### src/rtl/svbd_pkg.sv
package svbd_pkg;

    localparam int ValueWidth = 64;
    localparam int LenWidth   = 4;

    // Kind of a classified word, as handed from the front to the back
    localparam logic [1:0] KIND_SHORT = 2'd0;  // header byte that is the value itself
    localparam logic [1:0] KIND_HDR   = 2'd1;  // header byte announcing magnitude bytes
    localparam logic [1:0] KIND_MAG   = 2'd2;  // magnitude byte
    localparam logic [1:0] KIND_ERR   = 2'd3;  // stream ended inside a value

    localparam logic STATUS_OK    = 1'b0;
    localparam logic STATUS_TRUNC = 1'b1;

    typedef struct packed {
        logic [1:0]          kind;
        logic [7:0]          data;
        logic [LenWidth-1:0] len;   // total length for a header, bytes seen for an error
        logic                neg;   // header: invert the assembled magnitude
        logic                last;  // magnitude: final byte of the value
    } t_entry;

    function automatic logic [ValueWidth-1:0] finish_value(
        input logic [ValueWidth-1:0] v,
        input logic                  narrow
    );
        logic [ValueWidth-1:0] r;
        r = v;
        if (narrow) begin
            r = {{(ValueWidth-32){v[31]}}, v[31:0]};
        end
        return r;
    endfunction

endpackage

### src/rtl/svbd_if.sv
interface svbd_in_if;
    logic       valid;
    logic       ready;
    logic [7:0] data_byte;
    logic       stream_end;

    modport source (output valid, output data_byte, output stream_end, input ready);
    modport sink (input valid, input data_byte, input stream_end, output ready);
endinterface

interface svbd_out_if;
    logic               valid;
    logic               ready;
    logic signed [63:0] value;
    logic [3:0]         encoded_length;
    logic               status;

    modport source (output valid, output value, output encoded_length, output status,
                    input ready);
    modport sink (input valid, input value, input encoded_length, input status,
                  output ready);
endinterface

### src/rtl/svbd_queue.sv
module svbd_queue #(
    parameter int DEPTH = 2
) (
    input  logic              i_clk,
    input  logic              i_rst_n,
    input  logic              i_push,
    input  svbd_pkg::t_entry  i_entry,
    output logic              o_full,
    input  logic              i_pop,
    output logic              o_empty,
    output svbd_pkg::t_entry  o_head
);

    localparam int PtrWidth = (DEPTH > 1) ? $clog2(DEPTH) : 1;
    localparam int CntWidth = $clog2(DEPTH + 1);

    svbd_pkg::t_entry      r_mem [DEPTH];
    logic [PtrWidth-1:0]   r_wr_ptr;
    logic [PtrWidth-1:0]   r_rd_ptr;
    logic [CntWidth-1:0]   r_count;
    logic [PtrWidth-1:0]   n_wr_ptr;
    logic [PtrWidth-1:0]   n_rd_ptr;
    logic                  do_push;
    logic                  do_pop;

    assign o_full  = (r_count == CntWidth'(DEPTH));
    assign o_empty = (r_count == '0);
    assign o_head  = r_mem[r_rd_ptr];
    assign do_push = i_push && !o_full;
    assign do_pop  = i_pop && !o_empty;

    assign n_wr_ptr = (r_wr_ptr == PtrWidth'(DEPTH - 1)) ? '0 : r_wr_ptr + 1'b1;
    assign n_rd_ptr = (r_rd_ptr == PtrWidth'(DEPTH - 1)) ? '0 : r_rd_ptr + 1'b1;

    always_ff @(posedge i_clk) begin
        if (do_push) begin
            r_mem[r_wr_ptr] <= i_entry;
        end
    end

    always_ff @(posedge i_clk) begin
        if (!i_rst_n) begin
            r_wr_ptr <= '0;
            r_rd_ptr <= '0;
            r_count  <= '0;
        end else begin
            if (do_push) begin
                r_wr_ptr <= n_wr_ptr;
            end
            if (do_pop) begin
                r_rd_ptr <= n_rd_ptr;
            end
            if (do_push && !do_pop) begin
                r_count <= r_count + 1'b1;
            end else if (do_pop && !do_push) begin
                r_count <= r_count - 1'b1;
            end
        end
    end

`ifndef SYNTHESIS
    a_count_bound: assert property (@(posedge i_clk) disable iff (!i_rst_n)
        r_count <= CntWidth'(DEPTH))
        else $error("queue count beyond depth");
    a_no_overflow: assert property (@(posedge i_clk) disable iff (!i_rst_n)
        !(i_push && o_full))
        else $error("push into full queue");
    a_ptr_gap: assert property (@(posedge i_clk) disable iff (!i_rst_n)
        (r_count == '0 || r_count == CntWidth'(DEPTH)) |-> (r_wr_ptr == r_rd_ptr))
        else $error("queue pointers disagree with count");
`endif

endmodule

### src/rtl/svbd_front.sv
module svbd_front (
    input  logic              i_clk,
    input  logic              i_rst_n,
    svbd_in_if.sink           i_in,
    input  logic              i_full,
    output logic              o_push,
    output svbd_pkg::t_entry  o_entry
);

    logic [svbd_pkg::LenWidth-1:0] r_rem;
    logic [svbd_pkg::LenWidth-1:0] r_total;
    logic [svbd_pkg::LenWidth-1:0] n_rem;
    logic [svbd_pkg::LenWidth-1:0] n_total;
    logic [svbd_pkg::LenWidth-1:0] hdr_count;
    logic [4:0]                    hdr_count_w;
    logic                          accept;
    logic                          is_long_hdr;

    assign i_in.ready = !i_full;
    assign accept     = i_in.valid && i_in.ready;

    // Long header bytes are 0x80..0x8F; the upper half of that range is positive
    assign is_long_hdr = (i_in.data_byte[7:4] == 4'h8);
    assign hdr_count_w = i_in.data_byte[3] ? (5'd16 - {2'b00, i_in.data_byte[2:0]} - 5'd8)
                                           : (5'd8 - {2'b00, i_in.data_byte[2:0]});
    assign hdr_count   = hdr_count_w[svbd_pkg::LenWidth-1:0];

    always_comb begin
        n_rem         = r_rem;
        n_total       = r_total;
        o_push        = 1'b0;
        o_entry.kind  = svbd_pkg::KIND_SHORT;
        o_entry.data  = i_in.data_byte;
        o_entry.len   = r_total;
        o_entry.neg   = !i_in.data_byte[3];
        o_entry.last  = (r_rem == svbd_pkg::LenWidth'(1));
        if (accept) begin
            priority if (i_in.stream_end) begin
                // drop an end marker between values
                if (r_rem != '0) begin
                    o_push       = 1'b1;
                    o_entry.kind = svbd_pkg::KIND_ERR;
                    o_entry.len  = r_total - r_rem;
                    n_rem        = '0;
                end
            end else if (r_rem == '0) begin
                o_push = 1'b1;
                if (is_long_hdr) begin
                    o_entry.kind = svbd_pkg::KIND_HDR;
                    o_entry.len  = hdr_count + 1'b1;
                    n_rem        = hdr_count;
                    n_total      = hdr_count + 1'b1;
                end else begin
                    o_entry.kind = svbd_pkg::KIND_SHORT;
                end
            end else begin
                o_push       = 1'b1;
                o_entry.kind = svbd_pkg::KIND_MAG;
                n_rem        = r_rem - 1'b1;
            end
        end
    end

    always_ff @(posedge i_clk) begin
        if (!i_rst_n) begin
            r_rem   <= '0;
            r_total <= '0;
        end else begin
            r_rem   <= n_rem;
            r_total <= n_total;
        end
    end

endmodule

### src/rtl/svbd_back.sv
module svbd_back (
    input  logic              i_clk,
    input  logic              i_rst_n,
    input  logic              i_narrow_mode,
    input  logic              i_empty,
    input  svbd_pkg::t_entry  i_head,
    output logic              o_pop,
    svbd_out_if.source        o_out
);

    localparam int VW = svbd_pkg::ValueWidth;

    logic [VW-1:0]                 r_acc;
    logic                          r_neg;
    logic [svbd_pkg::LenWidth-1:0] r_len;
    logic                          r_out_valid;
    logic [VW-1:0]                 r_out_value;
    logic [svbd_pkg::LenWidth-1:0] r_out_len;
    logic                          r_out_status;

    logic [VW-1:0]                 acc_shift;
    logic [VW-1:0]                 n_value;
    logic [svbd_pkg::LenWidth-1:0] n_len;
    logic                          n_status;
    logic                          emit;
    logic                          slot_free;

    assign slot_free = !r_out_valid || o_out.ready;
    assign o_pop     = !i_empty && slot_free;
    assign acc_shift = {r_acc[VW-9:0], i_head.data};

    always_comb begin
        emit     = 1'b0;
        n_value  = '0;
        n_len    = r_len;
        n_status = svbd_pkg::STATUS_OK;
        unique case (i_head.kind)
            svbd_pkg::KIND_SHORT: begin
                emit    = 1'b1;
                n_value = svbd_pkg::finish_value({{(VW-8){i_head.data[7]}}, i_head.data},
                                                 i_narrow_mode);
                n_len   = svbd_pkg::LenWidth'(1);
            end
            svbd_pkg::KIND_HDR: begin
                emit = 1'b0;
            end
            svbd_pkg::KIND_MAG: begin
                emit    = i_head.last;
                n_value = svbd_pkg::finish_value(r_neg ? ~acc_shift : acc_shift,
                                                 i_narrow_mode);
            end
            svbd_pkg::KIND_ERR: begin
                emit     = 1'b1;
                n_len    = i_head.len;
                n_status = svbd_pkg::STATUS_TRUNC;
            end
            default: begin
                emit = 1'b0;
            end
        endcase
    end

    always_ff @(posedge i_clk) begin
        if (o_pop) begin
            if (i_head.kind == svbd_pkg::KIND_HDR) begin
                r_acc <= '0;
                r_neg <= i_head.neg;
                r_len <= i_head.len;
            end else if (i_head.kind == svbd_pkg::KIND_MAG) begin
                r_acc <= acc_shift;
            end
        end
        if (o_pop && emit) begin
            r_out_value  <= n_value;
            r_out_len    <= n_len;
            r_out_status <= n_status;
        end
    end

    always_ff @(posedge i_clk) begin
        if (!i_rst_n) begin
            r_out_valid <= 1'b0;
        end else if (slot_free) begin
            r_out_valid <= o_pop && emit;
        end
    end

    assign o_out.valid          = r_out_valid;
    assign o_out.value          = r_out_value;
    assign o_out.encoded_length = r_out_len;
    assign o_out.status         = r_out_status;

`ifndef SYNTHESIS
    a_err_zero: assert property (@(posedge i_clk) disable iff (!i_rst_n)
        (r_out_valid && r_out_status) |-> (r_out_value == '0))
        else $error("truncation word carries a nonzero value");
    a_len_range: assert property (@(posedge i_clk) disable iff (!i_rst_n)
        (r_out_valid && !r_out_status) |->
        (r_out_len != '0 && r_out_len <= svbd_pkg::LenWidth'(9)))
        else $error("encoded length out of range");
    a_stall_hold: assert property (@(posedge i_clk) disable iff (!i_rst_n)
        (r_out_valid && !o_out.ready) |=> (r_out_valid && $stable(r_out_value)))
        else $error("stalled result changed");
`endif

endmodule

### src/rtl/signed_varint_byte_decoder_core.sv
// Decoder for zero-compressed variable-length signed integers, one byte word per
// cycle. The front tracks how many magnitude bytes are still due and tags each
// byte as short value, header, magnitude byte or truncation; a QUEUE_DEPTH-entry
// queue carries the tags to the back, which shifts magnitude bytes into a 64-bit
// accumulator and loads the output register. The byte that ends a result (or the
// end marker that cuts it short) is queued, and the result is then registered.
// The input stays ready at full rate unless the output is stalled long enough
// to fill the queue. narrow_mode is applied when the result is formed.
module signed_varint_byte_decoder_core #(
    parameter int QUEUE_DEPTH = 2
) (
    input  logic        i_clk,
    input  logic        i_rst_n,
    input  logic        i_cfg_we,
    input  logic        i_cfg_wdata,
    svbd_in_if.sink     i_in,
    svbd_out_if.source  o_out
);

    logic             r_narrow_mode;
    logic             push;
    logic             pop;
    logic             full;
    logic             empty;
    svbd_pkg::t_entry entry;
    svbd_pkg::t_entry head;

    always_ff @(posedge i_clk) begin
        if (!i_rst_n) begin
            r_narrow_mode <= 1'b0;
        end else if (i_cfg_we) begin
            r_narrow_mode <= i_cfg_wdata;
        end
    end

    svbd_front u_front (
        .i_clk   (i_clk),
        .i_rst_n (i_rst_n),
        .i_in    (i_in),
        .i_full  (full),
        .o_push  (push),
        .o_entry (entry)
    );

    svbd_queue #(
        .DEPTH (QUEUE_DEPTH)
    ) u_queue (
        .i_clk   (i_clk),
        .i_rst_n (i_rst_n),
        .i_push  (push),
        .i_entry (entry),
        .o_full  (full),
        .i_pop   (pop),
        .o_empty (empty),
        .o_head  (head)
    );

    svbd_back u_back (
        .i_clk         (i_clk),
        .i_rst_n       (i_rst_n),
        .i_narrow_mode (r_narrow_mode),
        .i_empty       (empty),
        .i_head        (head),
        .o_pop         (pop),
        .o_out         (o_out)
    );

endmodule

### src/flat_wrapper.sv
// flat-port wrapper written by rule: the top's interface ports become plain ports
module signed_varint_byte_decoder_core_flat 
#(
    parameter int QUEUE_DEPTH = 2
)
  (i_clk, i_rst_n, i_cfg_we, i_cfg_wdata, i_in_valid, i_in_data_byte, i_in_stream_end, i_in_ready, o_out_valid, o_out_value, o_out_encoded_length, o_out_status, o_out_ready);
  svbd_in_if i_in_i ();
  svbd_out_if o_out_i ();
  input  logic i_clk;
  input  logic i_rst_n;
  input  logic i_cfg_we;
  input  logic i_cfg_wdata;
  input wire logic [$bits(i_in_i.valid)-1:0] i_in_valid;
  input wire logic [$bits(i_in_i.data_byte)-1:0] i_in_data_byte;
  input wire logic [$bits(i_in_i.stream_end)-1:0] i_in_stream_end;
  output wire logic [$bits(i_in_i.ready)-1:0] i_in_ready;
  output wire logic [$bits(o_out_i.valid)-1:0] o_out_valid;
  output wire logic [$bits(o_out_i.value)-1:0] o_out_value;
  output wire logic [$bits(o_out_i.encoded_length)-1:0] o_out_encoded_length;
  output wire logic [$bits(o_out_i.status)-1:0] o_out_status;
  input wire logic [$bits(o_out_i.ready)-1:0] o_out_ready;
  assign i_in_i.valid = i_in_valid;
  assign i_in_i.data_byte = i_in_data_byte;
  assign i_in_i.stream_end = i_in_stream_end;
  assign i_in_ready = i_in_i.ready;
  assign o_out_valid = o_out_i.valid;
  assign o_out_value = o_out_i.value;
  assign o_out_encoded_length = o_out_i.encoded_length;
  assign o_out_status = o_out_i.status;
  assign o_out_i.ready = o_out_ready;
  signed_varint_byte_decoder_core #(.QUEUE_DEPTH(QUEUE_DEPTH)) u_core (.i_clk(i_clk), .i_rst_n(i_rst_n), .i_cfg_we(i_cfg_we), .i_cfg_wdata(i_cfg_wdata), .i_in(i_in_i), .o_out(o_out_i));
endmodule
### config.mk
export PLATFORM = sky130hd
export DESIGN_NAME = signed_varint_byte_decoder_core_flat
export DESIGN_NICKNAME = d
export VERILOG_FILES = /design/src/rtl/svbd_pkg.sv /design/src/rtl/svbd_if.sv /design/src/rtl/svbd_queue.sv /design/src/rtl/svbd_front.sv /design/src/rtl/svbd_back.sv /design/src/rtl/signed_varint_byte_decoder_core.sv /design/src/flat_wrapper.sv
export SDC_FILE = /design/constraint.sdc
export NUM_CORES = 1
export LEC_CHECK = 0
export BUFFER_PORTS_ARGS = -buffer_cell sky130_fd_sc_hd__buf_2
export CAP_MARGIN = 40
export CORE_MARGIN = 10
export CORE_UTILIZATION = 48
export CTS_CLUSTER_SIZE = 14
export DETAILED_ROUTE_END_ITERATION = 16
export GPL_ROUTABILITY_DRIVEN = 0
export HOLD_SLACK_MARGIN = 0.1
export PLACE_DENSITY = 0.69
export SLEW_MARGIN = 20
export SYNTH_ARGS = -nofsm -noshare
export SYNTH_HDL_FRONTEND = slang
export SYNTH_HIERARCHICAL = 1
export SYNTH_SLANG_ARGS = --single-unit
### constraint.sdc
create_clock -name i_clk -period 9.2 [get_ports i_clk]
set_clock_uncertainty 0.2 [all_clocks]
set_input_delay 0.46 -clock i_clk [delete_from_list [all_inputs] [get_ports i_clk]]
set_output_delay 0.46 -clock i_clk [all_outputs]
set_load 0.03 [all_outputs]
# [After elaboration in Yosys (flattened, before gate mapping)]
# Memories as Yosys holds them, arrays and structs flattened. A register that Yosys moved wholly into a read port is not among the register bits.
# Index checks and enable logic that the tools add are counted.
[totals] mem_bits_rw=32 out_inout_bits=71 mem_count=1 ff_bits=144 in_bits=15
[mem_list] name="u_core.u_queue.r_mem" depth=2 width=16 read_ports=1 rd_ports_with_merged_regs=1 wr=1 line="svbd_queue.sv:17" rtl="svbd_pkg::t_entry r_mem [DEPTH];"
[op_classes] bitwise=2 n_eq_ne=8 reduce_logical=25 mux=33 addsub=10
[op_table] operator="$mux 64" count=2
[op_table] operator="$pmux 64 s2" count=1
[op_table] operator="$not 64->64" count=1
[op_table] operator="$mux 56" count=1
[op_table] operator="$mux 4" count=10
[op_table] operator="$mux 2" count=6
[op_table] operator="$mux 1" count=11
[op_table] operator="$pmux 4 s2" count=1
[op_table] operator="$logic_and 1x1->1" count=7
[op_table] operator="$eq 2x2->1 const B" count=3
[op_table] operator="$logic_not 1->1" count=6
[op_table] operator="$reduce_and 2->1" count=3
[op_table] operator="$add 4x1->4 const B" count=1
[op_table] operator="$eq 4x1->1 const B" count=1
[op_table] operator="$eq 4x4->1 const B" count=1
[op_table] operator="$logic_not 2->1" count=2
[op_table] operator="$logic_not 4->1" count=1
[op_table] operator="$reduce_bool 2->1" count=2
[op_table] operator="$reduce_bool 4->1" count=1
[op_table] operator="$sub 1x3->4 const A" count=1
[op_table] operator="$sub 4x1->4 const B" count=1
[op_table] operator="$sub 4x3->4 const A" count=1
[op_table] operator="$sub 4x4->4" count=1
[op_table] operator="$sub 4x4->4 const B" count=1
[op_table] operator="11 further kinds" count=12

# [Depth between registers and ports, before layout]
# Gate-level depths: netlist of the first run.
[depth] depth_word=9 ltp_mapped=12

# [Modules after synthesis]
# Netlist of the first run, hierarchy kept.
[by_module_without_submodules] module="svbd_back" area_each_um2=5642.9 seq_area_each_um2=3923.8 instances=1 cells_each=406
[by_module_without_submodules] module="svbd_queue" area_each_um2=1387.6 seq_area_each_um2=1061.0 instances=1 cells_each=75
[by_module_without_submodules] module="svbd_front" area_each_um2=952.2 seq_area_each_um2=160.2 instances=1 cells_each=120
[by_module_without_submodules] module="signed_varint_byte_decoder_core" area_each_um2=36.3 seq_area_each_um2=20.0 instances=1 cells_each=3

# [Least setup slack after synthesis of the first run]
# Ideal clock, no wire load.
[synth_path] kind="register -> register" startpoint="register (tool-made name)" endpoint="register u_core.u_back.r_out_len (netlist bit u_core/u_back/o_out.encoded_length[0]), enable pin" t_arrival_ns=8.214 path_buffers=3 required_time_ns=8.334 slack_ns=0.120 stages_incl_launch_ff=9 setup_ns=0.666 path_cell_list="dfxtp_1 > buf_2 > buf_4 > mux2_2 > inv_1 > ha_1 > clkbuf_1 > a21boi_0 > nor4_1"
[synth_lines] element="to (signal assigned)" line="svbd_back.sv:75" rtl="r_out_len <= n_len;"
[synth_lines] element="to (decl)" line="svbd_back.sv:18" rtl="logic [svbd_pkg::LenWidth-1:0] r_out_len;"

==> impl_metrics.ini, run 1 <==
[job]
drv_cap = 0

[floorplan]
start_util_pct = 48.7
die_h_microns = 149
coreArea_sq_mm = 0.0165
dieArea_sq_mm = 0.0223
rows = 47
chipWidth_microns = 149
io_pins = 86

[synth]
avgSynthCellArea_sq_um = 13.3
synthArstFlopShare_pct = 0
ys_types = 57
synth_nets = 636
synth_ff_type = edfxtp_1
synthTopCellsByArea = edfxtp_1, nor2b_1, xnor2_1, xor2_1, dfxtp_1
syn_area_sq_mm = 0.00802
synth_top_area_share_pct = 60.7
ys_warn_count = 6
synth-edff-count = 162
syn_inst = 604
yosys.area.top_type = edfxtp_1
synth.yosys.seq_area_share_pct = 64.4
synth.ff_latch_count = 177

[worst_setup_path]
critical_path_arrival_ps = 3780
r2r_cells = 6
startpoint_type = register
critical_path.cell_chain = mux2_2 > inv_1 > ha_1 > a21boi_0 > nor4_2 > buf_4
worst-endpoint-required_ps = 9050
cp_num_cells = 6
crit_buf_inv = 2
critPathMaxFanout = 63
critPathKind = register to register
slowest_delay_ps = 750
cp-end-kind = register
critPathSlowestCell = dfxtp_1
crit_family = buffers and inverters

[cts]
htree_num_levels = 4
post_cts_resized = 0
clkTransAtPathRegs_ps = 60
post_cts_buffers = 0
clock_latency_ps = 430
clock-sinks = 177
hold_buffers = 7
cts_root_buf = clkbuf_16
cts_buffer_depth = 2
cts_tree = yes
cts_made_buffers = 17

[power_and_ir_drop]
switching_share_pct = 35.7
power.leakage_nw = 3.43
intPower_w = 0.00201
pwr-share-clk_pct = 22.5
p_switching_w = 0.00112
combPwrFrac_pct = 33.8
power_density_mw_per_mm2 = 338
p_seq_share_pct = 43.7
ir_drop_mv = 0.189

[final_layout]
area_growth_pct = 15.6
final_cell_area_sq_mm = 0.00927
nNetsFinal = 714
layout_common_cells = edfxtp_1, buf_2, nand2_1, nor2b_1, o21ai_0
drive_gt1_share_pct = 22.4
final_common_cell = edfxtp_1
diodes = 0

[global_routing]
grt_max_degree = 64
grt_usage_pct = 13.9
grt_pass1_vias = 4843
grt_overflow = 0
grt_pass1_wl_mm = 24.5
antenna_found_initial = 0

[timing]
rsz0062_at_grt = no
timing.final.crit_period_ps = 3930
timing.fmax_ghz = 0.254
period_share_pct = 42.7
hold_violations = 0
relSlewSlack_pct = 47.8
finalSetupViolCount = 0
tns_ps = 0
worst_pin_slew_ps = 781
maxSlewViolCount = 0

[route]
drc = 0
vias = 4692
antenna_left = 0
finalWirelength_mm = 15.2
drtPass1Iterations = 4
dr.first_iter.drc_count = 272
drt-wirelength-per-cell_microns = 16.6
viasPerCell = 5.13

[placement]
placed_cell_area_sq_mm = 0.00860
dpl.hpwl_mm = 10.4
port_buffers = 85

[min_path]
holdCritPathClass = primary input to register
whs_path_depth = 1

[outcome]
outcome = complete, no violations
[cells by family (layout without fill, tap and decap cells)]
logic type / Yosys count / count (layout) / synth area share (%)
compound gates: 92 / 92 / 7.43
flops: 177 / 177 / 64.4
simple gates: 170 / 170 / 11.3
xor+xnor: 71 / 71 / 7.85
buf+inv: 58 / 149 / 3.67
fa+ha+maj: 17 / 17 / 2.75
mux: 19 / 19 / 2.62
[cells in the mapped netlist, types with 3 or more instances]
library cell	number
a32oi_1	3
nor2_1	17
xor2_1	35
o21a_1	3
buf_4	14
mux2_2	16
nor2b_1	53
inv_1	15
mux2i_1	3
nand2_1	61
a22oi_1	8
dfxtp_1	15
nor3_1	3
edfxtp_1	162
buf_2	7
a211oi_1	6
clkbuf_1	17
o21ai_1	11
a21oi_1	8
nand2b_1	4
and2_1	6
xnor2_1	35
ha_1	16
and3_1	3
and2b_1	6
o21ai_0	36
[worst register-to-register path: cells and delay by family (launching register included)]
kind / cells / cell delay, ps
adders and majority gates: 1 / 410
AOI/OAI and AO/OA: 1 / 220
muxes: 1 / 460
DFF: 1 / 750
and+or+nand+nor: 1 / 600
buffers and inverters: 2 / 880
[sequential cells by signal, indices dropped and copies added, names as in the netlist, 2 cells and up, named ones only]
register and count:
u_core/u_back/r_acc 56, u_core/u_back/r_len 4, u_core/u_back/o_out.encoded_length 4, u_core/u_queue/r_mem 32, u_core/u_queue/r_count 2, u_core/u_front/r_total 4, u_core/u_back/o_out.value 64, u_core/u_front/r_rem 4
[power by group through the flow]
stage / registers [W] / clock network [W] / logic (W)
after floorplan: 0.00159 / 0 / 0.000584
after global placement: 0.00138 / 0 / 0.00102
after detailed placement: 0.00139 / 0 / 0.00106
after CTS: 0.00137 / 0.000720 / 0.00107
after global routing: 0.00139 / 0.000755 / 0.00116
final: 0.00137 / 0.000705 / 0.00106
[through the flow]
stage               hold slack, ps  instances  setup slack [ps]  util [%]  total power, W
floorplan                      262        604               120         -         0.00217
global placement               287        871              5370      51.8         0.00240
detailed placement             293        875              5260      52.2         0.00245
CTS                            132        914              5230      56.2         0.00316
global route                   145        915              4920      56.3         0.00331
finish                         146        915              5270      56.3         0.00313
[layout make-up]
class | instances | area [sq um]
flip-flops and latches | 177 | 5160
multi-input cells | 369 | 2570
repair buffers | 101 | 614
inverters | 16 | 60.1
clock buffers | 18 | 429
well taps | 220 | 275
clock inverters | 14 | 155
fillers | 1365 | 7200
[final timing paths]
kind                      startpoint                      endpoint  slack [ps]
max                         register  u_core/u_back/o_out.value[8]        5270
min                i_in_data_byte[0]    u_core/u_queue/r_mem[0][6]         150
min reg2reg  u_core/u_front/r_rem[1]       u_core/u_front/r_rem[1]         290
max reg2reg                 register  u_core/u_back/o_out.value[8]        5270
[metal layers]
metal  vias up  global-route usage (%)  wire length (microns)
li1       2282                       -                      -
met1      2265                    15.9                   6450
met2       121                    24.2                   7610
met3        24                    4.16                    867
met4         0                    4.81                    235
met5         -                       0                      0
Power figures use the tool's default switching activity.
==> run 2: changes to the inputs <==
--- a/config.mk
+++ b/config.mk
@@ -13,7 +13,7 @@
 export DETAILED_ROUTE_END_ITERATION = 16
 export GPL_ROUTABILITY_DRIVEN = 0
 export HOLD_SLACK_MARGIN = 0.1
-export PLACE_DENSITY = 0.69
+export PLACE_DENSITY = 0.66
 export SLEW_MARGIN = 20
 export SYNTH_ARGS = -nofsm -noshare
 export SYNTH_HDL_FRONTEND = slang
==> constraint.sdc (replaced) <==
create_clock -name i_clk -period 3.69 [get_ports i_clk]
set_clock_uncertainty 0.2 [all_clocks]
set_input_delay 0.1845 -clock i_clk [delete_from_list [all_inputs] [get_ports i_clk]]
set_output_delay 0.1845 -clock i_clk [all_outputs]
set_load 0.03 [all_outputs]
==> run 2 against run 1 <==
Critical path depth is 2 higher. Sequential share of layout area down 0.55 points. Cell area is 1.0% higher. Largest cell class unchanged. Register-to-register slack worse by 4300 ps. Non-clock buffer count up 10. Hold slack better by 150 ps. Die area did not move. Worst setup slack worse by 4400 ps.
==> impl_metrics.ini, run 2 (synthesized netlist as in run 1, its figures left out) <==
[route]
vias = 4708
wl_met2_mm = 7.80
drc = 0
dr.first_iter.drc_count = 261
finalWirelength_mm = 15.1
highest_layer = met4
antenna_left = 0
wl_met1_mm = 6.26
wl_met3_microns = 805
drtPass1Iterations = 4
viasPerCell = 5.10
drt-wirelength-per-cell_microns = 16.4

[worst_setup_path]
critPathMaxFanout = 9
critPathKind = primary input to register
startpoint_type = primary input
worst-endpoint-required_ps = 3700
crit_family = compound AO/OA/AOI/OAI gates
slowest_delay_ps = 520
critical_path_arrival_ps = 2810
critical_path.cell_chain = dlygate4sd3_1 > buf_2 > inv_1 > ha_1 > or4bb_1 > a311oi_1 > a211oi_1 > a211oi_1
critPathSlowestCell = dlygate4sd3_1
cp_common_cell = a211oi_1
crit_buf_inv = 3
cp-end-kind = register

[cts]
hold_buffers = 15
cts_root_buf = clkbuf_16
cts_made_buffers = 17
htree_num_levels = 4
clkTransAtPathRegs_ps = 70
post_cts_resized = 0
clock_latency_ps = 430
cts_tree = yes
post_cts_buffers = 0
cts_buffer_depth = 2
clock-sinks = 177

[global_routing]
grt_pass1_vias = 4826
grt_usage_pct = 13.9
grt_overflow = 0
grt_pass1_wl_mm = 24.4
antenna_found_initial = 0
grt_max_degree = 62

[outcome]
outcome = complete, no violations

[power_and_ir_drop]
power_density_mw_per_mm2 = 833
ir_drop_mv = 0.428
power.leakage_nw = 3.47

[job]
drv_cap = 0

[placement]
dpl.hpwl_mm = 10.2
dpl.cell_count = 878
port_buffers = 85
placed_cell_area_sq_mm = 0.00866

[timing]
timing.final.crit_period_ps = 2800
relSlewSlack_pct = 44.8
worst_pin_slew_ps = 828
finalSetupViolCount = 0
tns_ps = 0
period_share_pct = 75.8
maxSlewViolCount = 0
timing.fmax_ghz = 0.358
rsz0062_at_grt = no
hold_violations = 0

[final_layout]
drive_gt1_share_pct = 22.3
largest_reg_flops = 64
final_cell_area_sq_mm = 0.00936
final_common_cell = edfxtp_1
nNetsFinal = 724
layout_common_cells = edfxtp_1, buf_2, nand2_1, nor2b_1, o21ai_0
fin_util_pct = 56.9
stdcell_count = 923
area_growth_pct = 16.8
diodes = 0

[floorplan]
coreArea_sq_mm = 0.0165
io_pins = 86
rows = 47
dieArea_sq_mm = 0.0223
chipWidth_microns = 149
start_util_pct = 48.7
die_h_microns = 149

[min_path]
holdCritPathClass = primary input to register
-- run 2: changes by cell type in the layout (fill, tap and decap cells not counted), moves of 2 or more --
cell / delta
buf_4: +4
buf_8: -2
clkinv_1: +2
clkinvlp_4: -2
dlygate4sd3_1: +8
inv_6: -5
-- run 2: power breakdown --
part           internal [W]  total, W  switching, W
Clock              0.000982   0.00169      0.000707
Combinational      0.000939   0.00272       0.00178
Sequential          0.00314   0.00339      0.000254
-- run 2: layout make-up --
type	count	area, sq um
clock buffers	19	433
clock inverters	11	118
repair buffers	111	703
inverters	16	62.6
well taps	220	275
flip-flops and latches	177	5170
fillers	1377	7100
multi-input cells	369	2610
-- run 2: stage by stage --
step	worst slack, ps	power, W	hold WS, ps
finish	893	0.00780	298
global route	753	0.00826	310
CTS	933	0.00790	277
detailed placement	946	0.00618	197
global placement	991	0.00611	188
floorplan	-636	0.00546	80.1
-- run 2: path summary, 6_finish.rpt --
path | from | to | slack, ps | cells past startpoint
setup / recovery | i_in_data_byte[0] | u_core/u_queue/r_mem[1][5] | 890 | 8
hold / removal | i_in_data_byte[1] | u_core/u_queue/r_mem[0][7] | 300 | 2
setup reg to reg | register | u_core/u_back/o_out.value[10] | 940 | 6
hold reg to reg | u_core/u_front/r_total[0] | u_core/u_front/r_total[0] | 300 | 2
-- run 2: worst reg2reg max path: stages, from the launching register on --
cell,delay [ps]
dfxtp_2,550
mux2_2,440
inv_1,150
ha_4,250
a21boi_4,150
nor4_4,300
buf_12,340
-- run 2: per-layer routing --
layer,vias up,global-route usage (%)
li1,2297,-
met1,2280,15.9
met2,112,23.6
met3,19,4.10
met4,0,6.33
met5,-,0
